--- src/rtl/core/xpd_pkg.sv ---
// Shared constants and types for the XNOR-popcount dot-product block.
`timescale 1ns / 1ps
`default_nettype none
package xpd_pkg;

    // Word and lane geometry
    localparam int WORD_BITS  = 32;
    localparam int LANES      = 4;
    localparam int LANE_BITS  = WORD_BITS / LANES;
    localparam int LANE_CNT_W = $clog2(LANE_BITS + 1);
    localparam int CNT_W      = $clog2(WORD_BITS + 1);
    localparam int OFS_W      = $clog2(WORD_BITS);

    // Field and state widths
    localparam int FC_W    = 13;
    localparam int IDX_W   = 7;
    localparam int BASE_W  = IDX_W + OFS_W;
    localparam int SUM_W   = 13;
    localparam int DIFF_W  = SUM_W + 3;
    localparam int SCALE_W = 32;
    localparam int PROD_W  = DIFF_W + SCALE_W;
    localparam int OUT_W   = 45;

    // Reset value of the feature count register
    localparam logic [FC_W-1:0] FC_RESET = FC_W'(32);

    // Row word handed from the accumulator to the scaling stages
    typedef struct packed {
        logic signed [DIFF_W-1:0]  diff;
        logic signed [SCALE_W-1:0] scale;
    } xpd_row_t;

endpackage
`default_nettype wire

--- src/rtl/core/xpd_lane.sv ---
// One lane: masked XNOR and popcount over a slice of the word.
`timescale 1ns / 1ps
`default_nettype none
module xpd_lane (
    input  logic [xpd_pkg::LANE_BITS-1:0]  weight_slice,
    input  logic [xpd_pkg::LANE_BITS-1:0]  act_slice,
    input  logic [xpd_pkg::LANE_BITS-1:0]  mask_slice,
    output logic [xpd_pkg::LANE_CNT_W-1:0] match_count
);
    import xpd_pkg::*;

    logic [LANE_BITS-1:0] agree;

    // Keep the agreeing positions that fall inside the row
    assign agree = ~(weight_slice ^ act_slice) & mask_slice;

    // Count them
    always_comb
    begin
        match_count = '0;
        for (int k = 0; k < LANE_BITS; k++)
        begin
            match_count = match_count + LANE_CNT_W'(agree[k]);
        end
    end

endmodule
`default_nettype wire

--- src/rtl/core/xpd_scale.sv ---
// Scaling stages: signed multiply, saturation to 45 bits, output register.
`timescale 1ns / 1ps
`default_nettype none
module xpd_scale (
    input  logic                                 clk,
    input  logic                                 rst_n,
    input  logic                                 row_valid,
    input  xpd_pkg::xpd_row_t                    row,
    output logic                                 row_ready,
    output logic                                 out_valid,
    input  logic                                 out_stall,
    output logic signed [xpd_pkg::OUT_W-1:0]     scaled_result
);
    import xpd_pkg::*;

    localparam int HI_W = PROD_W - OUT_W + 1;

    logic                       prod_valid_reg;
    logic                       prod_valid_next;
    logic signed [PROD_W-1:0]   prod_reg;
    logic                       out_valid_reg;
    logic                       out_valid_next;
    logic signed [OUT_W-1:0]    result_reg;
    logic signed [OUT_W-1:0]    result_next;
    logic                       out_ready;
    logic                       prod_ready;
    logic [HI_W-1:0]            prod_hi;

    // Stage handshakes: a stage loads when empty or when its word moves on
    assign out_ready  = !out_valid_reg || !out_stall;
    assign prod_ready = !prod_valid_reg || out_ready;
    assign row_ready  = prod_ready;

    assign prod_valid_next = prod_ready ? row_valid : prod_valid_reg;
    assign out_valid_next  = out_ready ? prod_valid_reg : out_valid_reg;

    // Clamp the product to the signed output range
    assign prod_hi = prod_reg[PROD_W-1:OUT_W-1];
    always_comb
    begin
        if (prod_hi == '0 || prod_hi == '1)
        begin
            result_next = prod_reg[OUT_W-1:0];
        end
        else if (prod_reg[PROD_W-1])
        begin
            result_next = {1'b1, {(OUT_W-1){1'b0}}};
        end
        else
        begin
            result_next = {1'b0, {(OUT_W-1){1'b1}}};
        end
    end

    // Control registers
    always_ff @(posedge clk or negedge rst_n)
    begin
        if (!rst_n)
        begin
            prod_valid_reg <= 1'b0;
            out_valid_reg  <= 1'b0;
        end
        else
        begin
            prod_valid_reg <= prod_valid_next;
            out_valid_reg  <= out_valid_next;
        end
    end

    // Payload registers: multiply, then hold the clamped result
    always_ff @(posedge clk)
    begin
        if (prod_ready && row_valid)
        begin
            prod_reg <= row.diff * row.scale;
        end
        if (out_ready && prod_valid_reg)
        begin
            result_reg <= result_next;
        end
    end

    assign out_valid     = out_valid_reg;
    assign scaled_result = result_reg;

endmodule
`default_nettype wire

--- src/rtl/core/xnor_popcount_dot_scale.sv ---
// Top level of the binary dot-product block with per-row scale.
`timescale 1ns / 1ps
`default_nettype none
// Binary neural-network dot product. Each input word carries 32 weight bits,
// 32 activation sign bits, a Q16.16 row scale and a last-word flag. Four
// lanes count the agreeing bit pairs of their eight-bit slices, masking
// features at or beyond feature_count; a merge stage adds the lane counts
// into the row's running match sum (saturating at 8191). On a row's last
// word the block delivers (2*sum - feature_count) * row_scale as a signed
// Q29.16 value clamped to 45 bits, and starts a new row. One word is taken
// every cycle unless a last word waits in stage 0 for the stages behind it;
// the match-sum accumulator adds the lane counts as a word leaves stage 0.
// Lane counts are registered as the word is taken, then merged into the row
// register, multiplied into the product register and clamped into the output
// register; words that are not a row's last flow on while a result waits
// to be taken. Write feature_count only while the block is idle.
module xnor_popcount_dot_scale (
    input  logic                                 clk,
    input  logic                                 rst_n,
    input  logic                                 cfg_wen,
    input  logic [xpd_pkg::FC_W-1:0]             cfg_wdata,
    input  logic                                 in_valid,
    output logic                                 in_stall,
    input  logic [xpd_pkg::WORD_BITS-1:0]        weight_bits,
    input  logic [xpd_pkg::WORD_BITS-1:0]        act_bits,
    input  logic signed [xpd_pkg::SCALE_W-1:0]   row_scale,
    input  logic                                 last_word,
    output logic                                 out_valid,
    input  logic                                 out_stall,
    output logic signed [xpd_pkg::OUT_W-1:0]     scaled_result
);
    import xpd_pkg::*;

    logic [FC_W-1:0]            fc_reg;
    logic [IDX_W-1:0]           idx_reg;
    logic [IDX_W-1:0]           idx_next;
    logic [SUM_W-1:0]           sum_reg;
    logic [SUM_W-1:0]           sum_next;

    logic                       s0_valid_reg;
    logic                       s0_valid_next;
    logic [LANE_CNT_W-1:0]      s0_cnt_reg [LANES];
    logic                       s0_last_reg;
    logic signed [SCALE_W-1:0]  s0_scale_reg;

    logic                       s1_valid_reg;
    logic                       s1_valid_next;
    xpd_row_t                   s1_row_reg;
    xpd_row_t                   s1_row_next;

    logic [LANE_CNT_W-1:0]      lane_cnt [LANES];
    logic [WORD_BITS-1:0]       mask;
    logic [BASE_W-1:0]          base;
    logic [FC_W-1:0]            remain;
    logic [CNT_W-1:0]           span;
    logic [CNT_W-1:0]           word_cnt;
    logic [SUM_W:0]             sum_raw;
    logic [SUM_W-1:0]           sum_sat;

    logic                       accept;
    logic                       s0_ready;
    logic                       s0_move;
    logic                       s1_ready;
    logic                       scl_ready;

    // Build the in-row mask from the word position
    assign base   = {idx_reg, {OFS_W{1'b0}}};
    assign remain = fc_reg - FC_W'(base);
    always_comb
    begin
        if (fc_reg <= FC_W'(base))
        begin
            span = '0;
        end
        else if (remain >= FC_W'(WORD_BITS))
        begin
            span = CNT_W'(WORD_BITS);
        end
        else
        begin
            span = remain[CNT_W-1:0];
        end
        for (int k = 0; k < WORD_BITS; k++)
        begin
            mask[k] = CNT_W'(k) < span;
        end
    end

    // Lanes
    for (genvar g = 0; g < LANES; g++)
    begin : g_lane
        xpd_lane u_lane (
            .weight_slice (weight_bits[g*LANE_BITS +: LANE_BITS]),
            .act_slice    (act_bits[g*LANE_BITS +: LANE_BITS]),
            .mask_slice   (mask[g*LANE_BITS +: LANE_BITS]),
            .match_count  (lane_cnt[g])
        );
    end

    // Pipeline handshakes; words that are not last leave stage 0 freely
    assign s1_ready      = !s1_valid_reg || scl_ready;
    assign s0_move       = s0_valid_reg && (!s0_last_reg || s1_ready);
    assign s0_ready      = !s0_valid_reg || s0_move;
    assign in_stall      = !s0_ready;
    assign accept        = in_valid && s0_ready;
    assign s0_valid_next = s0_ready ? in_valid : s0_valid_reg;
    assign s1_valid_next = (s0_move && s0_last_reg) ||
                           (s1_valid_reg && !scl_ready);

    // Advance the word position; wrap and restart on the last word
    assign idx_next = accept ? (last_word ? '0 : idx_reg + 1'b1) : idx_reg;

    // Merge the lane counts and saturate the running sum
    always_comb
    begin
        word_cnt = '0;
        for (int l = 0; l < LANES; l++)
        begin
            word_cnt = word_cnt + CNT_W'(s0_cnt_reg[l]);
        end
    end
    assign sum_raw = {1'b0, sum_reg} + (SUM_W+1)'(word_cnt);
    assign sum_sat = sum_raw[SUM_W] ? {SUM_W{1'b1}} : sum_raw[SUM_W-1:0];
    assign sum_next = s0_move ? (s0_last_reg ? '0 : sum_sat) : sum_reg;

    // Form the signed difference for a finished row
    always_comb
    begin
        s1_row_next.diff  = $signed({2'b00, sum_sat, 1'b0}) -
                            $signed({{(DIFF_W-FC_W){1'b0}}, fc_reg});
        s1_row_next.scale = s0_scale_reg;
    end

    // Control and state registers
    always_ff @(posedge clk or negedge rst_n)
    begin
        if (!rst_n)
        begin
            fc_reg       <= FC_RESET;
            idx_reg      <= '0;
            sum_reg      <= '0;
            s0_valid_reg <= 1'b0;
            s1_valid_reg <= 1'b0;
        end
        else
        begin
            if (cfg_wen)
            begin
                fc_reg <= cfg_wdata;
            end
            idx_reg      <= idx_next;
            sum_reg      <= sum_next;
            s0_valid_reg <= s0_valid_next;
            s1_valid_reg <= s1_valid_next;
        end
    end

    // Payload registers
    always_ff @(posedge clk)
    begin
        if (accept)
        begin
            for (int l = 0; l < LANES; l++)
            begin
                s0_cnt_reg[l] <= lane_cnt[l];
            end
            s0_last_reg  <= last_word;
            s0_scale_reg <= row_scale;
        end
        if (s0_move && s0_last_reg)
        begin
            s1_row_reg <= s1_row_next;
        end
    end

    // Multiply, clamp and deliver
    xpd_scale u_scale (
        .clk           (clk),
        .rst_n         (rst_n),
        .row_valid     (s1_valid_reg),
        .row           (s1_row_reg),
        .row_ready     (scl_ready),
        .out_valid     (out_valid),
        .out_stall     (out_stall),
        .scaled_result (scaled_result)
    );

endmodule
`default_nettype wire

--- config.mk ---
export PLATFORM = sky130hd
export DESIGN_NAME = xnor_popcount_dot_scale
export DESIGN_NICKNAME = d
export VERILOG_FILES = /design/src/rtl/core/xpd_pkg.sv /design/src/rtl/core/xpd_lane.sv /design/src/rtl/core/xpd_scale.sv /design/src/rtl/core/xnor_popcount_dot_scale.sv
export SDC_FILE = /design/constraint.sdc
export NUM_CORES = 2
export LEC_CHECK = 0
export ABC_AREA = 1
export BUFFER_PORTS_ARGS = -buffer_cell sky130_fd_sc_hd__clkbuf_2
export CORE_MARGIN = 2
export CORE_UTILIZATION = 28
export CTS_CLUSTER_SIZE = 14
export DETAILED_ROUTE_END_ITERATION = 10
export GPL_ROUTABILITY_DRIVEN = 0
export GPL_TIMING_DRIVEN = 0
export PLACE_DENSITY_LB_ADDON = 0.08
export SYNTH_ARGS = -nofsm -noshare
export SYNTH_HDL_FRONTEND = slang
export SYNTH_HIERARCHICAL = 1
export SYNTH_SLANG_ARGS = --single-unit
export TNS_END_PERCENT = 20
--- constraint.sdc ---
create_clock -name clk -period 12.99 [get_ports clk]
set_input_delay 2.598 -clock clk [delete_from_list [all_inputs] [get_ports clk]]
set_output_delay 2.598 -clock clk [all_outputs]
set_load 0.1 [all_outputs]
==> results.sh <==
export IMPL_io_pins=162
export IMPL_vias_per_cell=4.22
export IMPL_synth_distinct_cells=49
export IMPL_core_area_sq_um=111000
export IMPL_yosysTopAreaCellShare_pct=32.9
export IMPL_post_route_drc_count=0
export IMPL_wl_met2_microns=48900
export IMPL_placementRows=122
export IMPL_cts_resized=0
export IMPL_grt_pass1_vias=25700
export IMPL_crit_path_end_kind="register"
export IMPL_run_status="completed"
export IMPL_layout_drive_gt1_share_pct=8.23
export IMPL_n_antenna_cell=0
export IMPL_ys_warnings_count=6
export IMPL_cts_buffers=30
export IMPL_clk_latency_ns=0.62
export IMPL_start_util_pct=28.3
export IMPL_seqCellArea_sq_um=6600
export IMPL_fin_crit_sh_pct=57.2
export IMPL_syn_to_final_growth_pct=11.9
export IMPL_largest_reg_flops=48
export IMPL_cts_root_buf="clkbuf_16"
export IMPL_hold_path_class="reg2reg"
export IMPL_r2r_end="u_scale/prod_reg[46]$_DFFE_PP_"
export IMPL_cts_setup_buffers=0
export IMPL_ys_seq_area_share_pct=21.1
export IMPL_port_buffers=161
export IMPL_multi_input_area_sq_um=19800
export IMPL_final_antenna_net_count=0
export IMPL_holdWs_ns=0.419
export IMPL_wirelength_microns=101000
export IMPL_finalCriticalPeriod_ns=7.43
export IMPL_synth_seq_cells=226
export IMPL_synth_area_leaders="fa_1 33%, edfxtp_1 18%, inv_1 14%"
export IMPL_grt_pass1_wl_microns=158000
export IMPL_crit_path_max_fanout=10
export IMPL_crit_path_start_kind="register"
export IMPL_met3_length_microns=3890
export IMPL_fin_skew_ns=0.0156
export IMPL_cts_hold_buf=0
export IMPL_hold_viol_final=0
export IMPL_grt_max_degree=42
export IMPL_finish_net_count=4869
export IMPL_avgRoutedWirePerCell_microns=18.1
export IMPL_r2r_slack_ns=5.56
export IMPL_slew_headroom_pct=7.55
export IMPL_setup_tns_ns=0
export IMPL_rsz0062_at_grt="no"
export IMPL_synth_main_ff_cell="edfxtp_1"
export IMPL_synth_edff_count=189
export IMPL_post_synth_top_area_cell="fa_1"
export IMPL_tightest_slew_ns=1.39
export IMPL_syn_nets=4672
export IMPL_syn_area_per_cell_sq_um=8.06
export IMPL_clockBufferDepth=3
export IMPL_numClockSinks=226
export IMPL_grt_overflow=0
export IMPL_drt_pass1_iter_count=5
export IMPL_dpl_hpwl_microns=85400
export IMPL_max_freq_mhz=135
export IMPL_clkTransAtPathRegs_ns=0.06
export IMPL_grt_use_total_pct=18.3
export IMPL_syn_inst=3885
export IMPL_dieArea_sq_um=115000
export IMPL_max_cap_violations=0
export IMPL_hold_depth=0
export IMPL_highest_signal_layer="met5"
export IMPL_die_x_microns=338
export IMPL_fp_dieH_microns=338
export IMPL_htree_levels=1
export IMPL_cp_startpoint="s1_row_reg[35]$_DFFE_PP_"
export IMPL_cp_arrival_ns=7.80
export IMPL_num_fill_cells=12100
export IMPL_antenna_found_initial=7
export IMPL_crit_required_ns=13.36
export IMPL_vias=23600
export IMPL_cts_tree="built"
export IMPL_drt_initial_drc_count=1305
export IMPL_hold_path_end="s1_row_reg[12]$_DFFE_PP_"
export IMPL_drt_met1_wl_microns=46300
export IMPL_synthArstFlopShare_pct=16.4
export IMPL_setup_violations=0
export IMPL_r2r_start="s1_row_reg[35]$_DFFE_PP_"
export IMPL_worstHoldStart="s0_scale_reg[12]$_DFFE_PP_"
export IMPL_r2r_cells=21
export IMPL_netlist_area_sq_um=31300
export IMPL_critPathKind="reg2reg"
export IMPL_slew_viol_final=0
-- Yosys cell counts (all sizes together) (3+ instances only) --
library cell,n
a21o,5
a21oi,53
buf,6
clkbuf,113
dfrtp,36
edfxtp,189
fa,515
ha,157
inv,1179
nand2,1089
nand3,109
nand4,25
nor2,221
nor3,27
nor4,3
o211ai,4
o21ai,87
o21bai,5
or2,6
xnor2,10
xor2,32
-- metal layers --
metal,track usage [%],vias up
li1,-,11600
met1,24.6,11500
met2,31.9,439
met3,1.83,88
met4,3.93,2
met5,0,-
-- worst max path at each step --
stage / to / slack, ns / depth (start not counted)
floorplan: in_stall / 6.77 / 6
global placement: u_scale/prod_reg[46]$_DFFE_PP_ / 5.44 / 21
detailed placement: u_scale/prod_reg[46]$_DFFE_PP_ / 5.42 / 21
CTS: u_scale/prod_reg[46]$_DFFE_PP_ / 5.39 / 21
global route: u_scale/prod_reg[46]$_DFFE_PP_ / 5.04 / 21
finish: u_scale/prod_reg[46]$_DFFE_PP_ / 5.56 / 21
-- area by class of cell --
cell class	instances	area share, %
multi-input cells	2359	56.6
plain buffers	119	1.32
clock inverters	17	0.521
repair buffers	165	2.53
well taps	1488	5.31
inverters	1181	12.7
flip-flops and latches	226	18.8
clock buffers	38	2.26
-- cell usage in the layout, fill, tap and decap left out, drive strengths merged, types with 11 or more instances in the layout --
cell       n
inv     1181
nand2   1089
fa       515
clkbuf   312
nor2     221
edfxtp   189
ha       157
nand3    109
o21ai     87
a21oi     53
dfrtp     36
xor2      32
nor3      27
nand4     25
clkinv    11
-- cell families (layout without fill, tap and decap cells) --
group / after synthesis / after routing / share of synthesized area, %
flops: 226 / 226 / 21.1
compound gates: 161 / 161 / 2.81
xor+xnor: 42 / 42 / 1.17
simple gates: 1484 / 1484 / 20.1
fa+ha+maj: 672 / 672 / 39.2
buf+inv: 1300 / 1520 / 15.6
-- worst max-delay path, cell delays in order (launching register included) --
cell and delay [ns]:
edfxtp_1 0.65, clkbuf_1 0.90, nand2_1 0.13, inv_1 0.11
fa_1 0.47, fa_1 0.88, inv_1 0.13, fa_1 0.62
inv_1 0.10, fa_1 0.53, fa_1 0.54, inv_1 0.05
fa_1 0.53, inv_1 0.04, ha_1 0.43, inv_1 0.09
nor3_1 0.29, nand2_1 0.14, nor2_1 0.15, nand3_1 0.18
nand4_1 0.14, nand2_1 0.06
-- per-stage QoR --
| step | instances | utilization, % | area (sq um) | worst slack [ns] |
|---|---|---|---|---|
| final | 5593 | 31.6 | 35100 | 5.56 |
| after global routing | 5593 | 31.6 | 35100 | 5.04 |
| after CTS | 5593 | 31.6 | 35100 | 5.39 |
| after detailed placement | 5538 | 30.8 | 34100 | 5.42 |
| after global placement | 5534 | 30.7 | 34000 | 5.44 |
| after floorplan | 3885 | - | 31300 | 6.77 |
Power is not shown: default switching activity piles up to over one toggle a cycle in this logic, so the estimate is an artifact.
